[config.mk]
export PLATFORM = sky130hd
export DESIGN_NAME = char_stream_tokenizer
export DESIGN_NICKNAME = d
export VERILOG_FILES = /design/src/rtl/core/cst_pkg.sv /design/src/rtl/core/char_stream_tokenizer.sv /design/src/rtl/core/cst_front.sv /design/src/rtl/core/cst_queue.sv /design/src/rtl/core/cst_back.sv
export SDC_FILE = /design/constraint.sdc
export NUM_CORES = 1
export LEC_CHECK = 0
export ABC_AREA = 1
export BUFFER_PORTS_ARGS = -buffer_cell sky130_fd_sc_hd__buf_4
export CELL_PAD_IN_SITES_DETAIL_PLACEMENT = 1
export CELL_PAD_IN_SITES_GLOBAL_PLACEMENT = 1
export CORE_MARGIN = 2
export CORE_UTILIZATION = 50
export DETAILED_ROUTE_END_ITERATION = 8
export HOLD_SLACK_MARGIN = 0.15
export MAX_ROUTING_LAYER = met4
export PLACE_DENSITY_LB_ADDON = 0.1
export SETUP_SLACK_MARGIN = 0.15
export SYNTH_ARGS = -nofsm -noshare
export SYNTH_HDL_FRONTEND = slang
export SYNTH_SLANG_ARGS = --single-unit
[constraint.sdc]
create_clock -name aclk -period 9.3 [get_ports aclk]
set_clock_uncertainty 0.2 [all_clocks]
set_input_delay 0.465 -clock aclk [delete_from_list [all_inputs] [get_ports aclk]]
set_output_delay 0.465 -clock aclk [all_outputs]
set_load 0.005 [all_outputs]
[src/rtl/core/cst_pkg.sv]
package cst_pkg;

    localparam int LINE_BITS   = 16;
    localparam int OFFSET_BITS = 20;
    localparam int LEN_BITS    = 16;
    localparam int KIND_BITS   = 4;
    localparam int CHAR_BITS   = 8;

    // Queue between the scanner front end and the token sender.
    localparam int QDEPTH  = 4;
    localparam int QPTR_W  = $clog2(QDEPTH);
    localparam int QCNT_W  = $clog2(QDEPTH + 1);

    localparam int DIFF_W = (OFFSET_BITS > LEN_BITS) ? OFFSET_BITS : LEN_BITS;

    typedef logic [KIND_BITS-1:0]   kind_t;
    typedef logic [LINE_BITS-1:0]   line_t;
    typedef logic [OFFSET_BITS-1:0] offset_t;
    typedef logic [LEN_BITS-1:0]    length_t;
    typedef logic [CHAR_BITS-1:0]   char_t;

    localparam kind_t KIND_PLUS   = 4'd0;
    localparam kind_t KIND_MINUS  = 4'd1;
    localparam kind_t KIND_STAR   = 4'd2;
    localparam kind_t KIND_SLASH  = 4'd3;
    localparam kind_t KIND_EQUALS = 4'd4;
    localparam kind_t KIND_SEMI   = 4'd5;
    localparam kind_t KIND_LPAREN = 4'd6;
    localparam kind_t KIND_RPAREN = 4'd7;
    localparam kind_t KIND_LBRACE = 4'd8;
    localparam kind_t KIND_RBRACE = 4'd9;
    localparam kind_t KIND_NUMBER = 4'd10;
    localparam kind_t KIND_IDENT  = 4'd11;
    localparam kind_t KIND_END    = 4'd12;
    localparam kind_t KIND_BAD    = 4'd13;

    localparam char_t CH_NUL    = 8'h00;
    localparam char_t CH_TAB    = 8'h09;
    localparam char_t CH_NL     = 8'h0A;
    localparam char_t CH_CR     = 8'h0D;
    localparam char_t CH_SPACE  = 8'h20;
    localparam char_t CH_LPAREN = 8'h28;
    localparam char_t CH_RPAREN = 8'h29;
    localparam char_t CH_STAR   = 8'h2A;
    localparam char_t CH_PLUS   = 8'h2B;
    localparam char_t CH_MINUS  = 8'h2D;
    localparam char_t CH_SLASH  = 8'h2F;
    localparam char_t CH_ZERO   = 8'h30;
    localparam char_t CH_NINE   = 8'h39;
    localparam char_t CH_SEMI   = 8'h3B;
    localparam char_t CH_EQUALS = 8'h3D;
    localparam char_t CH_UP_A   = 8'h41;
    localparam char_t CH_UP_Z   = 8'h5A;
    localparam char_t CH_UNDER  = 8'h5F;
    localparam char_t CH_LO_A   = 8'h61;
    localparam char_t CH_LO_Z   = 8'h7A;
    localparam char_t CH_LBRACE = 8'h7B;
    localparam char_t CH_RBRACE = 8'h7D;

    typedef enum logic [1:0] {
        MODE_IDLE,
        MODE_NUMBER,
        MODE_IDENT,
        MODE_STOPPED
    } mode_t;

    typedef struct packed {
        kind_t   kind;
        line_t   line;
        line_t   column;
        offset_t offset;
        length_t length;
    } tok_t;

    // An event holds the one or two tokens that one scanned byte produces.
    typedef struct packed {
        logic two;
        tok_t tok0;
        tok_t tok1;
    } evt_t;

    typedef struct packed {
        logic full;
        logic empty;
    } q_status_t;

    function automatic logic is_decimal(input char_t c);
        return (c >= CH_ZERO) && (c <= CH_NINE);
    endfunction

    function automatic logic is_word_lead(input char_t c);
        return ((c >= CH_LO_A) && (c <= CH_LO_Z)) ||
               ((c >= CH_UP_A) && (c <= CH_UP_Z)) || (c == CH_UNDER);
    endfunction

    function automatic logic is_blank(input char_t c);
        return (c == CH_SPACE) || (c == CH_TAB) || (c == CH_CR);
    endfunction

    // Returns {hit, kind} for the single-character punctuators.
    function automatic logic [KIND_BITS:0] punct_lookup(input char_t c);
        logic [KIND_BITS:0] r;
        unique case (c)
            CH_PLUS:   r = {1'b1, KIND_PLUS};
            CH_MINUS:  r = {1'b1, KIND_MINUS};
            CH_STAR:   r = {1'b1, KIND_STAR};
            CH_SLASH:  r = {1'b1, KIND_SLASH};
            CH_EQUALS: r = {1'b1, KIND_EQUALS};
            CH_SEMI:   r = {1'b1, KIND_SEMI};
            CH_LPAREN: r = {1'b1, KIND_LPAREN};
            CH_RPAREN: r = {1'b1, KIND_RPAREN};
            CH_LBRACE: r = {1'b1, KIND_LBRACE};
            CH_RBRACE: r = {1'b1, KIND_RBRACE};
            default:   r = {1'b0, KIND_PLUS};
        endcase
        return r;
    endfunction

    function automatic line_t sat_inc_line(input line_t v);
        return (v == '1) ? v : v + line_t'(1);
    endfunction

    function automatic offset_t sat_inc_offset(input offset_t v);
        return (v == '1) ? v : v + offset_t'(1);
    endfunction

endpackage

[src/rtl/core/char_stream_tokenizer.sv]
// Channel   Direction  Handshake          Payload
// s_        in         s_valid / s_ready  s_source_char (one source byte)
// m_        out        m_valid / m_ready  token kind, line, column, offset, length, last
//
// One byte is taken per cycle while the token queue has room; a byte yields
// zero, one or two tokens, and the sender drives out one token per cycle while m_ready holds.
// A token is written into the queue and then into the output register before it appears on m_.
// The queue between scanner and sender lets either side stall on its own.
// Reset is synchronous on aresetn; no clearing pass.
module char_stream_tokenizer (
    input  logic        aclk,
    input  logic        aresetn,
    input  logic        s_valid,
    output logic        s_ready,
    input  logic [7:0]  s_source_char,
    output logic        m_valid,
    input  logic        m_ready,
    output logic [3:0]  m_token_kind,
    output logic [15:0] m_token_line,
    output logic [15:0] m_token_column,
    output logic [19:0] m_token_offset,
    output logic [15:0] m_token_length,
    output logic        m_last_of_run
);
    import cst_pkg::*;

    logic      push, pop;
    evt_t      push_evt, head_evt;
    q_status_t q_stat;

    cst_front u_front (
        .aclk          (aclk),
        .aresetn       (aresetn),
        .s_valid       (s_valid),
        .s_ready       (s_ready),
        .s_source_char (s_source_char),
        .q_stat        (q_stat),
        .push          (push),
        .push_evt      (push_evt)
    );

    cst_queue u_queue (
        .aclk     (aclk),
        .aresetn  (aresetn),
        .push     (push),
        .push_evt (push_evt),
        .pop      (pop),
        .head_evt (head_evt),
        .q_stat   (q_stat)
    );

    cst_back u_back (
        .aclk           (aclk),
        .aresetn        (aresetn),
        .head_evt       (head_evt),
        .q_stat         (q_stat),
        .pop            (pop),
        .m_valid        (m_valid),
        .m_ready        (m_ready),
        .m_token_kind   (m_token_kind),
        .m_token_line   (m_token_line),
        .m_token_column (m_token_column),
        .m_token_offset (m_token_offset),
        .m_token_length (m_token_length),
        .m_last_of_run  (m_last_of_run)
    );

    // The queue must never be written while full.
    a_no_overflow: assert property (@(posedge aclk) disable iff (!aresetn)
        push |-> !q_stat.full)
        else $error("token queue written while full");

    // The queue is never popped while empty.
    a_no_underflow: assert property (@(posedge aclk) disable iff (!aresetn)
        pop |-> !q_stat.empty)
        else $error("token queue popped while empty");

    // An end-of-source token carries no lexeme.
    a_end_len: assert property (@(posedge aclk) disable iff (!aresetn)
        (m_valid && m_token_kind == KIND_END) |-> (m_token_length == '0))
        else $error("end token with nonzero length");

    // A bad character is always the final token of its byte.
    a_bad_last: assert property (@(posedge aclk) disable iff (!aresetn)
        (m_valid && m_token_kind == KIND_BAD) |-> m_last_of_run)
        else $error("bad-character token not marked last");

endmodule

[src/rtl/core/cst_front.sv]
module cst_front (
    input  logic           aclk,
    input  logic           aresetn,
    input  logic           s_valid,
    output logic           s_ready,
    input  cst_pkg::char_t s_source_char,
    input  cst_pkg::q_status_t q_stat,
    output logic           push,
    output cst_pkg::evt_t  push_evt
);
    import cst_pkg::*;

    mode_t   mode_reg, mode_next;
    line_t   line_reg, line_next;
    line_t   col_reg, col_next;
    offset_t off_reg, off_next;
    line_t   run_line_reg, run_line_next;
    line_t   run_col_reg, run_col_next;
    offset_t run_off_reg, run_off_next;

    logic               accept;
    logic               emit_run, emit_cur, do_idle, restart, advance;
    kind_t              cur_kind;
    length_t            cur_len;
    logic [KIND_BITS:0] punct;
    logic [DIFF_W-1:0]  run_diff;
    length_t            run_len;
    tok_t               run_tok, cur_tok;
    char_t              c;

    assign c       = s_source_char;
    assign s_ready = !q_stat.full;
    assign accept  = s_valid && s_ready;
    assign punct   = punct_lookup(c);

    assign run_diff = DIFF_W'(off_reg) - DIFF_W'(run_off_reg);
    assign run_len  = (run_diff > DIFF_W'({LEN_BITS{1'b1}})) ? '1 : LEN_BITS'(run_diff);

    always_ff @(posedge aclk) begin
        if (!aresetn) begin
            mode_reg     <= MODE_IDLE;
            line_reg     <= line_t'(1);
            col_reg      <= line_t'(1);
            off_reg      <= '0;
            run_line_reg <= line_t'(1);
            run_col_reg  <= line_t'(1);
            run_off_reg  <= '0;
        end else if (accept) begin
            mode_reg     <= mode_next;
            line_reg     <= line_next;
            col_reg      <= col_next;
            off_reg      <= off_next;
            run_line_reg <= run_line_next;
            run_col_reg  <= run_col_next;
            run_off_reg  <= run_off_next;
        end
    end

    always_comb begin
        mode_next     = mode_reg;
        line_next     = line_reg;
        col_next      = col_reg;
        off_next      = off_reg;
        run_line_next = run_line_reg;
        run_col_next  = run_col_reg;
        run_off_next  = run_off_reg;
        emit_run      = 1'b0;
        emit_cur      = 1'b0;
        do_idle       = 1'b0;
        restart       = 1'b0;
        advance       = 1'b0;
        cur_kind      = KIND_END;
        cur_len       = '0;

        unique case (mode_reg) inside
            MODE_STOPPED: begin
                if (c == CH_NUL) begin
                    emit_cur = 1'b1;
                    restart  = 1'b1;
                end
            end
            MODE_NUMBER, MODE_IDENT: begin
                if (is_decimal(c) || (mode_reg == MODE_IDENT && is_word_lead(c))) begin
                    advance = 1'b1;
                end else begin
                    emit_run  = 1'b1;
                    do_idle   = 1'b1;
                    mode_next = MODE_IDLE;
                end
            end
            default: begin
                do_idle = 1'b1;
            end
        endcase

        // The byte that closes a run is scanned as if between tokens.
        if (do_idle) begin
            if (c == CH_NUL) begin
                emit_cur = 1'b1;
                restart  = 1'b1;
            end else if (is_blank(c)) begin
                advance = 1'b1;
            end else if (c == CH_NL) begin
                line_next = sat_inc_line(line_reg);
                col_next  = line_t'(1);
                off_next  = sat_inc_offset(off_reg);
            end else if (punct[KIND_BITS]) begin
                emit_cur = 1'b1;
                cur_kind = punct[KIND_BITS-1:0];
                cur_len  = length_t'(1);
                advance  = 1'b1;
            end else if (is_decimal(c) || is_word_lead(c)) begin
                mode_next     = is_decimal(c) ? MODE_NUMBER : MODE_IDENT;
                run_line_next = line_reg;
                run_col_next  = col_reg;
                run_off_next  = off_reg;
                advance       = 1'b1;
            end else begin
                emit_cur  = 1'b1;
                cur_kind  = KIND_BAD;
                cur_len   = length_t'(1);
                mode_next = MODE_STOPPED;
            end
        end

        if (advance) begin
            col_next = sat_inc_line(col_reg);
            off_next = sat_inc_offset(off_reg);
        end

        if (restart) begin
            mode_next     = MODE_IDLE;
            line_next     = line_t'(1);
            col_next      = line_t'(1);
            off_next      = '0;
            run_line_next = line_t'(1);
            run_col_next  = line_t'(1);
            run_off_next  = '0;
        end
    end

    always_comb begin
        run_tok.kind   = (mode_reg == MODE_NUMBER) ? KIND_NUMBER : KIND_IDENT;
        run_tok.line   = run_line_reg;
        run_tok.column = run_col_reg;
        run_tok.offset = run_off_reg;
        run_tok.length = run_len;

        cur_tok.kind   = cur_kind;
        cur_tok.line   = line_reg;
        cur_tok.column = col_reg;
        cur_tok.offset = off_reg;
        cur_tok.length = cur_len;

        push_evt.two  = emit_run && emit_cur;
        push_evt.tok0 = emit_run ? run_tok : cur_tok;
        push_evt.tok1 = cur_tok;
    end

    assign push = accept && (emit_run || emit_cur);

endmodule

[src/rtl/core/cst_queue.sv]
module cst_queue (
    input  logic               aclk,
    input  logic               aresetn,
    input  logic               push,
    input  cst_pkg::evt_t      push_evt,
    input  logic               pop,
    output cst_pkg::evt_t      head_evt,
    output cst_pkg::q_status_t q_stat
);
    import cst_pkg::*;

    evt_t              mem [QDEPTH];
    logic [QPTR_W-1:0] wr_ptr_reg, rd_ptr_reg;
    logic [QCNT_W-1:0] count_reg, count_next;

    always_ff @(posedge aclk) begin
        if (push) begin
            mem[wr_ptr_reg] <= push_evt;
        end
    end

    always_comb begin
        count_next = count_reg;
        if (push && !pop) begin
            count_next = count_reg + QCNT_W'(1);
        end else if (pop && !push) begin
            count_next = count_reg - QCNT_W'(1);
        end
    end

    always_ff @(posedge aclk) begin
        if (!aresetn) begin
            wr_ptr_reg <= '0;
            rd_ptr_reg <= '0;
            count_reg  <= '0;
        end else begin
            if (push) begin
                wr_ptr_reg <= (wr_ptr_reg == QPTR_W'(QDEPTH - 1)) ? '0 : wr_ptr_reg + QPTR_W'(1);
            end
            if (pop) begin
                rd_ptr_reg <= (rd_ptr_reg == QPTR_W'(QDEPTH - 1)) ? '0 : rd_ptr_reg + QPTR_W'(1);
            end
            count_reg <= count_next;
        end
    end

    assign head_evt     = mem[rd_ptr_reg];
    assign q_stat.full  = (count_reg == QCNT_W'(QDEPTH));
    assign q_stat.empty = (count_reg == '0);

endmodule

[src/rtl/core/cst_back.sv]
module cst_back (
    input  logic                   aclk,
    input  logic                   aresetn,
    input  cst_pkg::evt_t          head_evt,
    input  cst_pkg::q_status_t     q_stat,
    output logic                   pop,
    output logic                   m_valid,
    input  logic                   m_ready,
    output logic [3:0]             m_token_kind,
    output logic [15:0]            m_token_line,
    output logic [15:0]            m_token_column,
    output logic [19:0]            m_token_offset,
    output logic [15:0]            m_token_length,
    output logic                   m_last_of_run
);
    import cst_pkg::*;

    logic sel_reg, sel_next;
    logic m_valid_reg, m_valid_next;
    tok_t tok_reg;
    logic last_reg;
    logic out_free, load, is_last;
    tok_t cur_tok;

    assign out_free = !m_valid_reg || m_ready;
    assign load     = out_free && !q_stat.empty;
    assign cur_tok  = sel_reg ? head_evt.tok1 : head_evt.tok0;
    assign is_last  = !head_evt.two || sel_reg;
    assign pop      = load && is_last;

    always_comb begin
        sel_next     = sel_reg;
        m_valid_next = m_valid_reg;
        if (out_free) begin
            m_valid_next = !q_stat.empty;
        end
        if (load) begin
            sel_next = !is_last;
        end
    end

    always_ff @(posedge aclk) begin
        if (!aresetn) begin
            sel_reg     <= 1'b0;
            m_valid_reg <= 1'b0;
        end else begin
            sel_reg     <= sel_next;
            m_valid_reg <= m_valid_next;
        end
    end

    always_ff @(posedge aclk) begin
        if (load) begin
            tok_reg  <= cur_tok;
            last_reg <= is_last;
        end
    end

    assign m_valid        = m_valid_reg;
    assign m_token_kind   = tok_reg.kind;
    assign m_token_line   = tok_reg.line;
    assign m_token_column = tok_reg.column;
    assign m_token_offset = tok_reg.offset;
    assign m_token_length = tok_reg.length;
    assign m_last_of_run  = last_reg;

endmodule

Yosys cells after proc, flatten, opt, wreduce, memory -nomap -nowiden
Memory sizes are Yosys's and may differ from the RTL's. A register that Yosys moved wholly into a read port is not among the register bits.
Index checks and enable logic that the tools add are counted.

storage, ports and cells
  memories = 1
  flip-flop bits (word level) = 188
  memory bits (writable) = 580
  logic and storage cells = 203
  ROM bits = 0
  latch bits = 0
  output and inout bits = 75
  bits of input ports = 12

memories
  memory       depth  width  rd ports  clocked after memory_dff  wr ports  RTL line         text
  u_queue.mem  4      145    1         1                         1         cst_queue.sv:12  evt_t mem [QDEPTH];

operators by class
  bitwise logic cells = 0
  $mul = 0
  equal/unequal tests = 32
  magnitude comparators = 7
  reductions and logical operators = 40
  shift-type cells = 0
  div/mod/pow operators = 0
  mux-type cells = 97
  add/subtract/negate cells = 8

operator list
  kind                                                                               count
  16-bit 2-to-1 mux                                                                  33
  20-bit 2-to-1 mux                                                                  14
  72-bit 2-to-1 mux                                                                  2
  8-bit by 6-bit equality test with 1-bit output (second input constant)             9
  5-bit one-hot mux with 10 select lines                                             1
  16-bit by 1-bit adder with 16-bit output (second input constant)                   2
  16-bit equality test (second input constant)                                       2
  2-bit 2-to-1 mux                                                                   14
  1-bit 2-to-1 mux                                                                   25
  8-bit by 4-bit equality test with 1-bit output (second input constant)             3
  8-bit by 7-bit equality test with 1-bit output (second input constant)             3
  20-bit by 1-bit adder with 20-bit output (second input constant)                   1
  20-bit equality test (second input constant)                                       1
  20-bit by 16-bit > comparator with 1-bit output (second input constant)            1
  4-bit 2-to-1 mux                                                                   5
  20-bit subtractor                                                                  1
  8-bit by 7-bit >= comparator with 1-bit output (second input constant)             2
  8-bit by 7-bit less-or-equal comparator with 1-bit output (second input constant)  2
  6-bit AND reduction                                                                2
  1-bit logical AND                                                                  11
  2-bit by 1-bit inequality test with 1-bit output (second input constant)           5
  1-bit logical OR                                                                   9
  2-bit equality test (second input constant)                                        4
  8-bit by 6-bit >= comparator with 1-bit output (second input constant)             1
  other kinds (18)                                                                   31

Logic depth before layout (Yosys ltp)
  depth after elaboration = 17
  depth in mapped cells = 21
  mapped depth without buffers = 21

Modules after synthesis
A second synthesis with hierarchy kept.

unflattened totals
  cell total of the unflattened synthesis = 3060
  area total of the unflattened synthesis = 32921.6 µm²

modules (own cells, without submodules)
  module     cells each  seq. area each (µm²)  instances  area each (µm²)
  cst_queue  1461        17596.9               1          21817.2
  cst_front  1280        2122.0                1          7907.6
  cst_back   319         2232.1                1          3196.8

Worst setup path before layout
OpenSTA, ideal clock, no wires.

  kind = input -> register
  from = in s_source_char[3]
  to = mem u_queue.mem[0][0] (netlist name), enable pin
  required time = 8.479 ns
  data arrival time = 6.925 ns
  stages on the path = 14
  slack = 1.554 ns
  setup time = 0.621 ns
  buffers on the path = 1
  cells stage by stage = buf_4 > nor2_1 > nand3_1 > nand2_1 > inv_1 > nand3_1 > nand2_1 > nand2_2 > nand2_4 > nand2_4 > nand2_1 > nand2_1 > nand2_1 > nor2_1

on the way
  longest elaborated chain between the ends = 15
  elaborated cells between the ends (all ways) = 48
  those cells by class = order compare: 6; eq/ne: 15; mux: 14; reduce/logical: 13

RTL lines
  element                                                                       RTL line                      text
  start: declaration                                                            char_stream_tokenizer.sv:15   input logic [7:0] s_source_char,
  8-bit by 7-bit >= comparator with 1-bit output, or another cell as far along  cst_pkg.sv:92                 return ((c >= CH_LO_A) && (c <= CH_LO_Z)) ||
  1-bit logical AND, on equally long branches                                   cst_pkg.sv:92, cst_pkg.sv:93
  1-bit logical OR                                                              cst_pkg.sv:92
  1-bit logical OR                                                              cst_pkg.sv:93                 ((c >= CH_UP_A) && (c <= CH_UP_Z)) || (c == CH_UNDER);
  1-bit logical OR                                                              cst_front.sv:112              end else if (is_decimal(c) || is_word_lead(c)) begin
  1-bit 2-to-1 mux                                                              cst_front.sv:112
  1-bit 2-to-1 mux                                                              cst_front.sv:107              end else if (punct[KIND_BITS]) begin
  1-bit 2-to-1 mux                                                              cst_front.sv:103              end else if (c == CH_NL) begin
  1-bit 2-to-1 mux                                                              cst_front.sv:101              end else if (is_blank(c)) begin
  1-bit 2-to-1 mux                                                              cst_front.sv:98               if (c == CH_NUL) begin
  1-bit 2-to-1 mux                                                              cst_front.sv:97               if (do_idle) begin
  1-bit logical OR *                                                            cst_front.sv:160              assign push = accept && (emit_run || emit_cur);
  1-bit logical AND *                                                           cst_front.sv:160
  1-bit 2-to-1 mux *                                                            cst_queue.sv:17               if (push) begin
  1-bit 2-to-1 mux (implied by the code) *                                      cst_queue.sv:18               mem[wr_ptr_reg] <= push_evt;
  end: declaration                                                              cst_queue.sv:12

Every way passes the cells marked *; elsewhere a longest branch is shown, timed or not.

Worst setup path after layout
  from = in s_source_char[1]
  to = mem u_queue.mem[1][75] (netlist name), enable pin

The elaborated chain is that of the path after synthesis.

==> metrics.md <==
| Metric | Value |
|---|---|
| Maximum resistive drop on vdd | `0.0002396 V` |
| Count of instances resized after the clock tree is built | `0` |
| Total standard cell area after synthesis | `0.03033 mm²` |
| Achievable Freq | `0.2381 GHz` |
| Via count of the first global-routing pass | `22930` |
| Num CTS Buffers | `75` |
| Slew Limit Fails | `0` |
| Vias per cell | `5.845` |
| Remaining max-slew budget at the tightest pin | `18.92%` |
| Signal arrival time at the worst endpoint | `4.23 ns` |
| Total power per unit cell area | `289.3 mW/mm²` |
| Internal | `0.006631 W` |
| Least-Margin Pin Slew | `1.216 ns` |
| NumNets Final | `2948` |
| Logic pwr share | `25.9%` |
| Fraction of layout instances using a drive strength above 1 | `9.321%` |
| Number of detailed-routing iterations run before antenna repair | `5` |
| Number of endpoints with negative hold slack in the final report | `0` |
| Top flip-flop cell by instance count after synthesis | `sky130_fd_sc_hd__edfxtp_1` |
| Remaining routing DRC violations | `0` |
| Buf+Inv Stages, Crit Path | `6` |
| Average size of a mapped cell | `10.56 µm²` |
| Critical-path maximum fanout | `55` |
| Largest Register | `u_queue.mem` |
| Clock network fraction of design power | `30.4%` |
| H-Tree Level Count | `3` |
| Number of top-level pins | `87` |
| Count of yosys warnings during synthesis | `0` |
| Total Die Area | `0.06265 mm²` |
| # Post-CTS Setup Buffers | `0` |
| Register bit count reported by yosys | `710` |
| Kind of start point of the critical path | `input pin` |
| Final GP Congestion | `0.8672` |
| TritonCTS clock tree | `yes` |
| Antenna violations before repair | `1` |
| Horizontal die dimension | `250.3 µm` |
| Post-Syn Instances | `2871` |
| Crit end category | `flip-flop` |
| Total of endpoints with negative setup slack in the final report | `0` |
| Number of DRC markers in iteration 0 | `1603` |
| Share of synthesized area occupied by flip-flops and latches | `66.44%` |
| Root Buffer | `sky130_fd_sc_hd__clkbuf_16` |
| Most frequent cell on the critical path | `sky130_fd_sc_hd__buf_4` |
| EDFF count, synth | `593` |
| Number of placed cells counting well taps | `3606` |
| Result of the run | `finished, final reports clean` |
| Net switching power of the design | `0.003215 W` |
| RSZ-0062 raised after global routing | `no` |
| Critical path type | `input pin to flip-flop` |
| Syn Nets | `2916` |
| Worst hold-check path type | `input pin to flip-flop` |
| Largest stage delay on the critical path | `0.81 ns` |
| Clock Latency Late Sink | `0.62 ns` |
| Synth area leader | `sky130_fd_sc_hd__edfxtp_1` |
| Layout-stage area growth over the synthesis result | `12.20%` |
| Total of hold buffers inserted after clock tree synthesis | `2` |
| Area fraction of the dominant cell type after synthesis | `58.71%` |
| Total vias in the final route | `21880` |
| Clk pin slew, worst setup/hold paths | `0.06 ns` |
| Overflow left after global routing | `0` |
| Site row count | `90` |
| Area contributors post-synth | `sky130_fd_sc_hd__edfxtp_1 59%, sky130_fd_sc_hd__dfxtp_1 7.7%, sky130_fd_sc_hd__nor2_1 7.3%` |
| Final critical-path required period | `4.200 ns` |
| Tcrit/Tclk final | `45.16%` |
| Area of all placed cells without fillers | `0.03403 mm²` |
| Average detailed-routed wire length per instance | `22.39 µm` |
| Clock sink count | `710` |
| CP cell instances | `buf_4 -> nor2_1 -> nand2_1 -> nor2_4 -> buf_4 -> inv_2 -> buf_4 -> nand2_4 -> nand2_1 -> nand2_1 -> nand2_1 -> nor2_4 -> buf_4 -> buf_4` |
| Core Box Area | `0.06013 mm²` |
| Placement-stage cell area | `0.03155 mm²` |
| Buffer depth of the longest clock path | `3` |
| Total global-route track usage | `27.55%` |
| Worst path slowest cell | `sky130_fd_sc_hd__buf_4` |
| Asr flop ratio synth | `0%` |
| Setup tns final | `0 ns` |
| Total leakage power | `12.13 nW` |
| Wirelength, routed | `83840 µm` |
| Detailed Place HPWL | `48670 µm` |
| Sequential share of power | `43.8%` |
| Switching share of total power | `32.66%` |
| Count of input and output buffers | `86` |
| Number of flip-flops in the largest register | `520` |
| Number of distinct standard cells referenced by the synthesized netlist | `43` |
| Required time at the worst-slack endpoint | `9.33 ns` |
| Wire length of the first global-routing pass | `130000 µm` |
| Crit-path leading delay family | `buffers and inverters` |
| Max-capacitance violation count | `0` |
| Maximum number of pins on one net before global-route repair | `155` |
| Non-filler cells, final | `3744` |
| Initial Util | `50.44%` |
| Post-route ant nets | `0` |
| Y dimension of the die | `250.3 µm` |
==> cell type report <==
| type | instances | area (µm²) |
|---|---|---|
| flip-flops and latches | 710 | 20160 |
| clock inverters | 35 | 311.5 |
| fillers | 6433 | 26100 |
| clock buffers | 100 | 2147 |
| diodes | 1 | 2.502 |
| multi-input cells | 1854 | 8972 |
| repair buffers | 120 | 918.4 |
| well taps | 782 | 978.4 |
| inverters | 142 | 543.0 |
==> Yosys cell counts, types with 11 or more instances <==
cell,instances
sky130_fd_sc_hd__xor2_1,34
sky130_fd_sc_hd__nand3_1,107
sky130_fd_sc_hd__a31oi_1,59
sky130_fd_sc_hd__buf_2,33
sky130_fd_sc_hd__nand2_1,352
sky130_fd_sc_hd__nor2_1,589
sky130_fd_sc_hd__a21oi_1,146
sky130_fd_sc_hd__edfxtp_1,593
sky130_fd_sc_hd__clkbuf_1,111
sky130_fd_sc_hd__o22ai_1,58
sky130_fd_sc_hd__inv_1,135
sky130_fd_sc_hd__nor3_1,30
sky130_fd_sc_hd__ha_1,31
sky130_fd_sc_hd__nand4_1,49
sky130_fd_sc_hd__o21ai_0,329
sky130_fd_sc_hd__xnor2_1,11
sky130_fd_sc_hd__dfxtp_1,117
==> power by group through the flow <==
| stage | Clock, W | Sequential (W) | Combinational [W] |
|---|---|---|---|
| after floorplan | 0 | 0.00438 | 0.00154 |
| after global placement | 0 | 0.00434 | 0.00244 |
| after detailed placement | 0 | 0.00437 | 0.00253 |
| after CTS | 0.00304 | 0.00431 | 0.00257 |
| after global routing | 0.00315 | 0.00435 | 0.00282 |
| final | 0.00299 | 0.00431 | 0.00255 |
==> per-layer routing <==
layer / up-vias / global-route usage [%] / wire, µm
li1: 10100 / - / -
met1: 11150 / 37.19 / 37930
met2: 527 / 44.43 / 40610
met3: 107 / 3.201 / 3799
met4: 0 / 7.784 / 1508
met5: - / - / 0
==> worst reg2reg max path: cells and delay by family, from the launching register on <==
kind | cells | cell delay, ns
simple gates | 4 | 0.98
flops | 1 | 0.40
fa+ha+maj | 1 | 0.32
buf+inv | 4 | 1.62
==> cell families (layout without fill, tap and decap cells) <==
logic type	Yosys count	after routing	synth area share (%)
xor+xnor	45	45	1.300
compound gates	615	615	10.91
buf+inv	307	397	4.183
flops	710	710	66.44
fa+ha+maj	33	33	1.411
other cells	0	1	0
simple gates	1161	1161	15.76
==> path summary, 6_finish.rpt <==
path | slack [ns] | end | cells past startpoint | startpoint
hold reg to reg | 0.25 | u_front.run_line_reg[3] | 2 | u_front.run_line_reg[3]
hold / removal | 0.21 | u_front.mode_reg[1] | 4 | s_valid
setup / recovery | 5.10 | u_queue.mem[1][75] | 14 | s_source_char[1]
setup reg to reg | 5.30 | u_queue.mem[1][75] | 9 | u_front.mode_reg[0]
==> metrics by stage <==
stage / worst slack (ns) / util [%] / power (W) / hold WS (ns)
2_1_floorplan: 1.554 / - / 0.005918 / 0.2216
3_5_place_dp: 4.555 / 52.47 / 0.006903 / 0.2446
3_3_place_gp: 4.566 / 52.47 / 0.006780 / 0.2316
6_report: 5.100 / 56.59 / 0.009846 / 0.2097
5_1_grt: 4.871 / 56.59 / 0.01032 / 0.2094
4_1_cts: 5.184 / 56.59 / 0.009916 / 0.1560
==> cell usage in the layout (no fill, tap or decap), drive strengths merged, types with 34 or more instances in the layout <==
cell type / instances
edfxtp: 593
nor2: 593
nand2: 363
o21ai: 332
a21oi: 156
inv: 142
buf: 118
dfxtp: 117
nand3: 110
clkbuf: 100
a31oi: 59
o22ai: 58
nand4: 49
xor2: 34
No activity file was read; power rests on OpenSTA's default activity.
